`config.mk`:
```
export PLATFORM = sky130hd
export DESIGN_NAME = can_bit_timing_solver_top
export DESIGN_NICKNAME = d
export VERILOG_FILES = /design/src/hw/rtl/cbts_pkg.sv /design/src/hw/rtl/can_bit_timing_solver_top.sv
export SDC_FILE = /design/constraint.sdc
export NUM_CORES = 1
export LEC_CHECK = 0
export BUFFER_PORTS_ARGS = -buffer_cell sky130_fd_sc_hd__clkbuf_2
export CAP_MARGIN = 25
export CELL_PAD_IN_SITES_DETAIL_PLACEMENT = 0
export CELL_PAD_IN_SITES_GLOBAL_PLACEMENT = 1
export CORE_MARGIN = 3
export CORE_UTILIZATION = 47
export DETAILED_ROUTE_END_ITERATION = 7
export HOLD_SLACK_MARGIN = 0.06
export PLACE_DENSITY_LB_ADDON = 0.08
export SLEW_MARGIN = 20
export SYNTH_ARGS = -nofsm -noshare
export SYNTH_HDL_FRONTEND = slang
export SYNTH_SLANG_ARGS = --single-unit
```
`constraint.sdc`:
```
create_clock -name clk -period 24.6 [get_ports clk]
set_input_delay 2.46 -clock clk [delete_from_list [all_inputs] [get_ports clk]]
set_output_delay 2.46 -clock clk [all_outputs]
set_load 0.03 [all_outputs]
```
`src/hw/rtl/cbts_pkg.sv`:
```
// ============================================================================
// CAN bit timing solver package
// Shared constants, result codes and field widths for the bit timing solver.
// ============================================================================
package cbts_pkg;

	// Field widths.
	localparam int CLOCK_W   = 30;
	localparam int RATE_W    = 23;
	localparam int STATUS_W  = 3;
	localparam int PRESC_W   = 8;
	localparam int SJW_W     = 2;
	localparam int TS1_W     = 4;
	localparam int TS2_W     = 3;
	localparam int IN_DATA_W  = 24;
	localparam int OUT_DATA_W = 24;

	// Default segment and prescaler limits.
	localparam int MAX_TS1_DEF       = 16;
	localparam int MAX_TS2_DEF       = 8;
	localparam int MAX_PRESCALER_DEF = 256;

	// Solver constants.
	localparam logic [CLOCK_W-1:0] CLOCK_RESET = 30'd24000000;
	localparam logic [RATE_W-1:0]  RATE_MIN    = 23'd1000;
	localparam logic [RATE_W-1:0]  RATE_FAST   = 23'd1000000;
	localparam logic [4:0]         QMAX_FAST   = 5'd10;
	localparam logic [4:0]         QMAX_SLOW   = 5'd17;
	localparam int                 SP_LIMIT    = 900;
	localparam int                 SP_SCALE    = 1000;

	// Result status codes.
	localparam logic [STATUS_W-1:0] ST_OK        = 3'd0;
	localparam logic [STATUS_W-1:0] ST_RATE_LOW  = 3'd1;
	localparam logic [STATUS_W-1:0] ST_NO_DIV    = 3'd2;
	localparam logic [STATUS_W-1:0] ST_PRESC     = 3'd3;
	localparam logic [STATUS_W-1:0] ST_NO_SPLIT  = 3'd4;
	localparam logic [STATUS_W-1:0] ST_MISMATCH  = 3'd5;

endpackage

```
`src/hw/rtl/can_bit_timing_solver_top.sv`:
```
// ============================================================================
// CAN bit timing solver
// Solves prescaler and segment codes for a requested bitrate on one shared
// restoring divider under a small sequencer.
// ============================================================================
// Each request on the slave side carries a bitrate; one result follows on the
// master side. The block works through a request in these steps, its divisions all on the
// same one-bit-per-cycle divider:
// - take the request;
// - a division for clock/bitrate, which is 30 divider steps and one
//   step that uses the result;
// - another such division for every quanta count tried, up to fifteen;
// - the segment split;
// - a final division that checks the bitrate;
// - load the result.
// A count of three never reaches the final check. Requests below 1000 bit/s
// go straight from taking the request to loading the result. The block takes
// no new request while it works, but takes one while a result still waits in
// the output register. Loading the result waits for as long as that earlier
// result is not taken. The clock register may only be written while the
// block is idle.
module can_bit_timing_solver_top
	import cbts_pkg::*;
#(
	parameter int MAX_TS1       = MAX_TS1_DEF,
	parameter int MAX_TS2       = MAX_TS2_DEF,
	parameter int MAX_PRESCALER = MAX_PRESCALER_DEF
) (
	input  logic                  clk,
	input  logic                  arst_n,
	input  logic                  cfg_we,
	input  logic [CLOCK_W-1:0]    cfg_wdata,
	input  logic                  s_axis_tvalid,
	output logic                  s_axis_tready,
	// [22:0] bitrate, [23] zero
	input  logic [IN_DATA_W-1:0]  s_axis_tdata,
	output logic                  m_axis_tvalid,
	input  logic                  m_axis_tready,
	// [2:0] status, [10:3] prescaler_code, [12:11] sjw_code,
	// [16:13] ts1_code, [19:17] ts2_code, [23:20] zero
	output logic [OUT_DATA_W-1:0] m_axis_tdata
);

	typedef enum logic [2:0] {S_IDLE, S_DIV, S_POST, S_SPLIT, S_DONE} state_t;
	typedef enum logic [1:0] {OP_PBS, OP_TRIAL, OP_CHECK} op_t;

	localparam logic [5:0]         TS_SUM_LIM = 6'(MAX_TS1 + MAX_TS2);
	localparam logic [4:0]         TS1_LIM    = 5'(MAX_TS1);
	localparam logic [4:0]         TS2_LIM    = 5'(MAX_TS2);
	localparam logic [CLOCK_W-1:0] PRESC_LIM  = CLOCK_W'(MAX_PRESCALER);
	localparam logic [14:0]        SP_MUL     = 15'(SP_SCALE);
	localparam logic [14:0]        SP_BOUND   = 15'(SP_LIMIT + 1);
	localparam logic [4:0]         DIV_LAST   = 5'(CLOCK_W - 1);

	state_t                state_q;
	op_t                   op_q;
	logic [CLOCK_W-1:0]    clock_q;
	logic [RATE_W-1:0]     bitrate_q;
	logic [CLOCK_W-1:0]    pbs_q;
	logic [CLOCK_W-1:0]    presc_q;
	logic [4:0]            sum_q;
	logic [4:0]            bs1_q;
	logic [4:0]            bs2_q;
	logic [STATUS_W-1:0]   status_q;
	logic [PRESC_W-1:0]    held_presc_q;
	logic [SJW_W-1:0]      held_sjw_q;
	logic [TS1_W-1:0]      held_ts1_q;
	logic [TS2_W-1:0]      held_ts2_q;
	logic                  m_valid_q;
	logic [OUT_DATA_W-1:0] m_data_q;

	// Divider registers: the dividend shifts out as quotient bits shift in.
	logic [CLOCK_W-1:0]    div_num_q;
	logic [CLOCK_W-1:0]    div_den_q;
	logic [CLOCK_W-1:0]    div_rem_q;
	logic [4:0]            div_cnt_q;

	logic [CLOCK_W:0]      div_shift;
	logic [CLOCK_W:0]      div_diff;
	logic                  div_fit;
	logic [RATE_W-1:0]     in_rate;
	logic [4:0]            in_maxq;
	logic [6:0]            sum7;
	logic [4:0]            bs1_rnd;
	logic [4:0]            bs1_trn;
	logic [4:0]            bs1_fin;
	logic [4:0]            bs2_fin;
	logic                  sp_high;
	logic                  seg_ok;
	logic                  presc_ok;
	logic                  out_free;
	logic                  done_fire;
	logic [PRESC_W-1:0]    new_presc;
	logic [SJW_W-1:0]      new_sjw;
	logic [TS1_W-1:0]      new_ts1;
	logic [TS2_W-1:0]      new_ts2;

	// One restoring division step.
	always_comb begin
		div_shift = {div_rem_q, div_num_q[CLOCK_W-1]};
		div_diff  = div_shift - {1'b0, div_den_q};
		div_fit   = div_shift >= {1'b0, div_den_q};
	end

	// Request decode: the largest quanta count depends on the rate band.
	always_comb begin
		in_rate = s_axis_tdata[RATE_W-1:0];
		in_maxq = (in_rate >= RATE_FAST) ? QMAX_FAST : QMAX_SLOW;
	end

	// Segment split aiming at an 87.5 % sample point, truncated above 90 %.
	always_comb begin
		sum7     = 7'(sum_q) * 7'd7;
		bs1_rnd  = 5'((sum7 + 7'd3) >> 3);
		bs1_trn  = 5'((sum7 - 7'd1) >> 3);
		sp_high  = (SP_MUL * (15'(bs1_rnd) + 15'd1)) >= (SP_BOUND * (15'(sum_q) + 15'd1));
		bs1_fin  = sp_high ? bs1_trn : bs1_rnd;
		bs2_fin  = sum_q - bs1_fin;
		seg_ok   = (bs1_fin != 5'd0) && (bs1_fin <= TS1_LIM) &&
		           (bs2_fin != 5'd0) && (bs2_fin <= TS2_LIM);
		presc_ok = (presc_q != '0) && (presc_q <= PRESC_LIM);
	end

	// Held codes after this request: replaced on success only.
	always_comb begin
		out_free  = !m_valid_q || m_axis_tready;
		done_fire = (state_q == S_DONE) && out_free;
		if (status_q == ST_OK) begin
			new_presc = presc_q[PRESC_W-1:0] - 8'd1;
			new_sjw   = 2'd1;
			new_ts1   = bs1_q[TS1_W-1:0] - 4'd1;
			new_ts2   = bs2_q[TS2_W-1:0] - 3'd1;
		end else begin
			new_presc = held_presc_q;
			new_sjw   = held_sjw_q;
			new_ts1   = held_ts1_q;
			new_ts2   = held_ts2_q;
		end
	end

	// Sequencer, divider, held codes and output register.
	always_ff @(posedge clk or negedge arst_n) begin
		if (!arst_n) begin
			state_q      <= S_IDLE;
			op_q         <= OP_PBS;
			clock_q      <= CLOCK_RESET;
			bitrate_q    <= '0;
			pbs_q        <= '0;
			presc_q      <= '0;
			sum_q        <= '0;
			bs1_q        <= '0;
			bs2_q        <= '0;
			status_q     <= ST_OK;
			held_presc_q <= '0;
			held_sjw_q   <= '0;
			held_ts1_q   <= '0;
			held_ts2_q   <= '0;
			m_valid_q    <= 1'b0;
			m_data_q     <= '0;
			div_num_q    <= '0;
			div_den_q    <= '0;
			div_rem_q    <= '0;
			div_cnt_q    <= '0;
		end else begin
			if (cfg_we) begin
				clock_q <= cfg_wdata;
			end
			// A new result takes the output register as the old one leaves.
			if (done_fire) begin
				m_valid_q <= 1'b1;
			end else if (m_valid_q && m_axis_tready) begin
				m_valid_q <= 1'b0;
			end

			case (state_q)
				S_IDLE: begin
					if (s_axis_tvalid) begin
						bitrate_q <= in_rate;
						sum_q     <= in_maxq - 5'd1;
						if (in_rate < RATE_MIN) begin
							status_q <= ST_RATE_LOW;
							state_q  <= S_DONE;
						end else if (6'(in_maxq) > TS_SUM_LIM) begin
							status_q <= ST_NO_SPLIT;
							state_q  <= S_DONE;
						end else begin
							// Start clock / bitrate.
							op_q      <= OP_PBS;
							div_num_q <= clock_q;
							div_den_q <= CLOCK_W'(in_rate);
							div_rem_q <= '0;
							div_cnt_q <= '0;
							state_q   <= S_DIV;
						end
					end
				end

				S_DIV: begin
					div_rem_q <= div_fit ? div_diff[CLOCK_W-1:0] : div_shift[CLOCK_W-1:0];
					div_num_q <= {div_num_q[CLOCK_W-2:0], div_fit};
					div_cnt_q <= div_cnt_q + 5'd1;
					if (div_cnt_q == DIV_LAST) begin
						state_q <= S_POST;
					end
				end

				S_POST: begin
					div_rem_q <= '0;
					div_cnt_q <= '0;
					case (op_q)
						OP_PBS: begin
							// First trial divides by the largest quanta count.
							pbs_q     <= div_num_q;
							div_num_q <= div_num_q;
							div_den_q <= CLOCK_W'(sum_q) + 30'd1;
							op_q      <= OP_TRIAL;
							state_q   <= S_DIV;
						end
						OP_TRIAL: begin
							if (div_rem_q == '0) begin
								presc_q <= div_num_q;
								state_q <= S_SPLIT;
							end else if (sum_q <= 5'd2) begin
								status_q <= ST_NO_DIV;
								state_q  <= S_DONE;
							end else begin
								// One quanta fewer: the new count equals the old sum.
								sum_q     <= sum_q - 5'd1;
								div_num_q <= pbs_q;
								div_den_q <= CLOCK_W'(sum_q);
								state_q   <= S_DIV;
							end
						end
						OP_CHECK: begin
							status_q <= (div_num_q == CLOCK_W'(bitrate_q)) ? ST_OK : ST_MISMATCH;
							state_q  <= S_DONE;
						end
						default: begin
							state_q <= S_IDLE;
						end
					endcase
				end

				S_SPLIT: begin
					bs1_q <= bs1_fin;
					bs2_q <= bs2_fin;
					if (!presc_ok) begin
						status_q <= ST_PRESC;
						state_q  <= S_DONE;
					end else if (sum_q <= bs1_rnd) begin
						status_q <= ST_NO_SPLIT;
						state_q  <= S_DONE;
					end else if (!seg_ok) begin
						status_q <= ST_MISMATCH;
						state_q  <= S_DONE;
					end else begin
						// The bit length in clocks is pbs exactly, so check clock / pbs.
						op_q      <= OP_CHECK;
						div_num_q <= clock_q;
						div_den_q <= pbs_q;
						div_rem_q <= '0;
						div_cnt_q <= '0;
						state_q   <= S_DIV;
					end
				end

				S_DONE: begin
					if (out_free) begin
						held_presc_q <= new_presc;
						held_sjw_q   <= new_sjw;
						held_ts1_q   <= new_ts1;
						held_ts2_q   <= new_ts2;
						m_data_q     <= {4'b0000, new_ts2, new_ts1, new_sjw, new_presc, status_q};
						state_q      <= S_IDLE;
					end
				end

				default: begin
					state_q <= S_IDLE;
				end
			endcase
		end
	end

	assign s_axis_tready = (state_q == S_IDLE);
	assign m_axis_tvalid = m_valid_q;
	assign m_axis_tdata  = m_data_q;

endmodule

```
==> results by group <==
Clocking
  • Worst-case clock buffer depth: 3
  • H-tree levels: 1
  • Post-CTS Setup Repair Bufs: 0
  • # clock sinks: 248
  • Clock tree from TritonCTS: yes
  • Post-CTS resize count: 0
  • Hold_buf cts: 0
  • Root buffer cell: clkbuf_16
  • Clock transition at path regs: 0.06 ns
  • Total CTS buffers: 29
  • Clk Latency, worst-skew pair: 0.56 ns

Timing
  • Final WS setup: 13.10 ns
  • Final min period: 11.50 ns
  • Worst Skew: 0.0288 ns
  • Worst slew pin tran: roughly 1 ns
  • F_max: 0.0869 GHz
  • Relative slew margins: 0.329
  • RSZ-0062 raised after global routing: no
  • Final Setup Violations: 0
  • Fin. Hold Viols: 0
  • Max-slew violation count: 0
  • Setup TNS: 0 ns
  • Final period util: 0.468
  • Tightest hold margin: 0.478 ns

Floorplanning
  • Core area: roughly 33,000 sq um
  • Number of top-level pins: 85
  • Die Width: 189 um
  • Die area: 35,800 sq um
  • Chip Height: 189 um
  • Starting Density: 0.481
  • Rows: 66

Yosys
  • Synthesized area per cell: 10.1 sq um
  • Leading area contributor after synthesis: dfrtp_1
  • Cell count after synthesis: 1,554
  • Post-synth top area share: 0.378
  • Synth top area cells: dfrtp_1, ha_1, mux2_2
  • Unique cell type count in the Yosys netlist: 75
  • Ys flop type: dfrtp_1
  • Async S/R FF share, synth: 1.00
  • Sequential cell area fraction in the yosys report: 0.395
  • Post-synth EDFFs: 0
  • Ys Warns: 0
  • Yosys reg bits: roughly 250
  • Cell area after synthesis: roughly 16,000 sq um

Final layout
  • FF+latch area: between 6000 and 7000 sq um
  • Commonest non-fill, non-tap cell in the layout: dfrtp_1
  • Fill count: 3,009
  • Nets: 1,817
  • Ant diodes: 0
  • Commonest non-fill, non-tap cells in the layout: dfrtp_1, nand2_1, ha_1
  • Syn-to-layout area delta: 11.4%
  • Area of the multi-input gates: roughly 8900 sq um
  • Share of cells above drive strength 1: 0.178

Setup path
  • Crit. End Element: flop
  • CP max stage delay: ~0.9 ns
  • Crit path required time: roughly 25 ns
  • Cells on worst reg2reg path: 36
  • Crit-path max FO: 19
  • R2R Path End: div_num_q[2]
  • Crit path DAT: around 12 ns
  • CP max stage cell: dfrtp_1
  • Setup CP Type: flop to flop
  • Worst setup path startpoint: sum_q[2]
  • CP dominant cell by count: fa_1
  • R2R Setup Slk: between 10 and 15 ns
  • FF-to-FF Start: sum_q[2]
  • Crit start category: flop

Place
  • Hpwl dp: 27,800 um
  • GPL Wtd Cong: 0.836
  • IO buf count: 78
  • Pre-CTS setup slack: approximately 13 ns

Route
  • DRT iter0 DRCs: 521
  • Routed wire length: 38,600 um
  • Detail Route Antenna Nets: 0
  • Total number of vias: approximately 11,000
  • Via density: 5.54
  • Drt wl/cell: 18.6 um
  • Remaining DRCs: 0
  • TritonRoute pass-1 iters: 5

Global routing
  • Total track usage: 0.215
  • Congestion Overflow GR: 0
  • First-pass GRT wire length: ~63,000 um
  • Initial antenna violation count: 0
  • Vias in the first global route: roughly 11,000
  • Largest net degree at the start of global routing: 131

Run
  • Max-Cap Viols: 0

Min path
  • Min-Delay Endpoint: held_sjw_q[0]
  • WHS Path Cells: 1
  • Hold_sp: held_sjw_q[0]
  • HP Class: flop to flop

Run status
  • Status: complete, no violations
cell usage after synthesis (9+ instances only):
| cell type | n |
|---|---|
| a211oi_1 | 12 |
| a21o_1 | 29 |
| a21oi_1 | 90 |
| a22o_1 | 20 |
| a22oi_1 | 47 |
| buf_4 | 11 |
| clkbuf_1 | 52 |
| dfrtp_1 | 238 |
| dfstp_2 | 10 |
| fa_1 | 21 |
| ha_1 | 127 |
| inv_1 | 103 |
| mux2_1 | 28 |
| mux2_2 | 118 |
| mux2i_1 | 29 |
| nand2_1 | 138 |
| nand2b_1 | 15 |
| nand3_1 | 23 |
| nand4_1 | 15 |
| nor2_1 | 76 |
| nor2b_1 | 9 |
| nor3_1 | 23 |
| nor4_1 | 21 |
| o21ai_0 | 70 |
| o21bai_1 | 13 |
| o2bb2ai_1 | 17 |
| xnor2_1 | 49 |
| xor2_1 | 48 |
area by class of cell:
class	count	area share
clock buffers	37	0.0453
clock inverters	17	0.0110
inverters	104	0.0222
multi-input cells	1135	0.505
flip-flops and latches	248	0.354
well taps	442	0.0315
repair buffers	92	0.0306
metal layers:
layer / part of all wire / up-vias / GRT usage
met5: 0 / - / 0
met4: 0.019 / 0 / 0.0438
met3: 0.031 / 43 / 0.0207
met2: 0.45 / 165 / 0.339
met1: 0.50 / 5641 / 0.324
li1: - / 5637 / -
sequential cells by signal (all words and copies together) (netlist names), 2 cells and up:
register,flops
sum_q,5
bs1_q,4
pbs_q,30
status_q,3
held_ts2_q,3
op_q,2
div_num_q,30
div_rem_q,30
div_den_q,30
clock_q,30
div_cnt_q,5
held_presc_q,7
bs2_q,3
state_q,3
held_ts1_q,3
bitrate_q,23
presc_q,30
m_axis_tdata,5
stage by stage:
| stage | instances | utilization | cell area (sq um) |
|---|---|---|---|
| final | 2075 | 0.536 | 17600 |
| after global routing | 2075 | 0.536 | 17600 |
| after CTS | 2074 | 0.535 | 17500 |
| after detailed placement | 2020 | 0.505 | 16500 |
| after global placement | 2020 | 0.505 | 16500 |
| after floorplan | 1559 | - | 15800 |
worst max-delay path, delay by kind of cell, from the launching register on:
| family | cells | cell delay, ns |
|---|---|---|
| AOI/OAI and AO/OA | 12 | 2.58 |
| xor gates and xnor gates | 4 | 1.55 |
| adders and majority gates | 10 | 4.21 |
| buffers and inverters | 6 | 1.02 |
| DFF | 1 | 0.89 |
| muxes | 1 | 0.33 |
| and+or+nand+nor | 3 | 0.78 |
kinds of logic (layout without fill, tap and decap cells):
family                   Yosys count  in the layout  share of synthesized area
AND/OR/NAND/NOR                  358            358                      0.107
other                              1              6                   0.000238
multiplexers                     176            176                      0.124
AO/OA/AOI/OAI                    350            350                      0.148
XOR/XNOR                          97             97                     0.0539
buffers and inverters            176            250                     0.0453
flip-flops                       248            248                      0.395
adder cells (fa/ha/maj)          148            148                      0.127
how the worst max path moves through the flow:
| stage | to | slack (ns) | cells after the start |
|---|---|---|---|
| final | div_num_q[2] | 13.10 | 36 |
| after global routing | div_num_q[19] | 12.21 | 36 |
| after CTS | div_num_q[25] | 12.64 | 35 |
| after detailed placement | div_num_q[2] | 12.70 | 35 |
| after global placement | div_num_q[19] | 12.82 | 35 |
| after floorplan | div_num_q[21] | 14.91 | 38 |
Power is not shown: default switching activity piles up to over one toggle a cycle in this logic, so the estimate is an artifact.
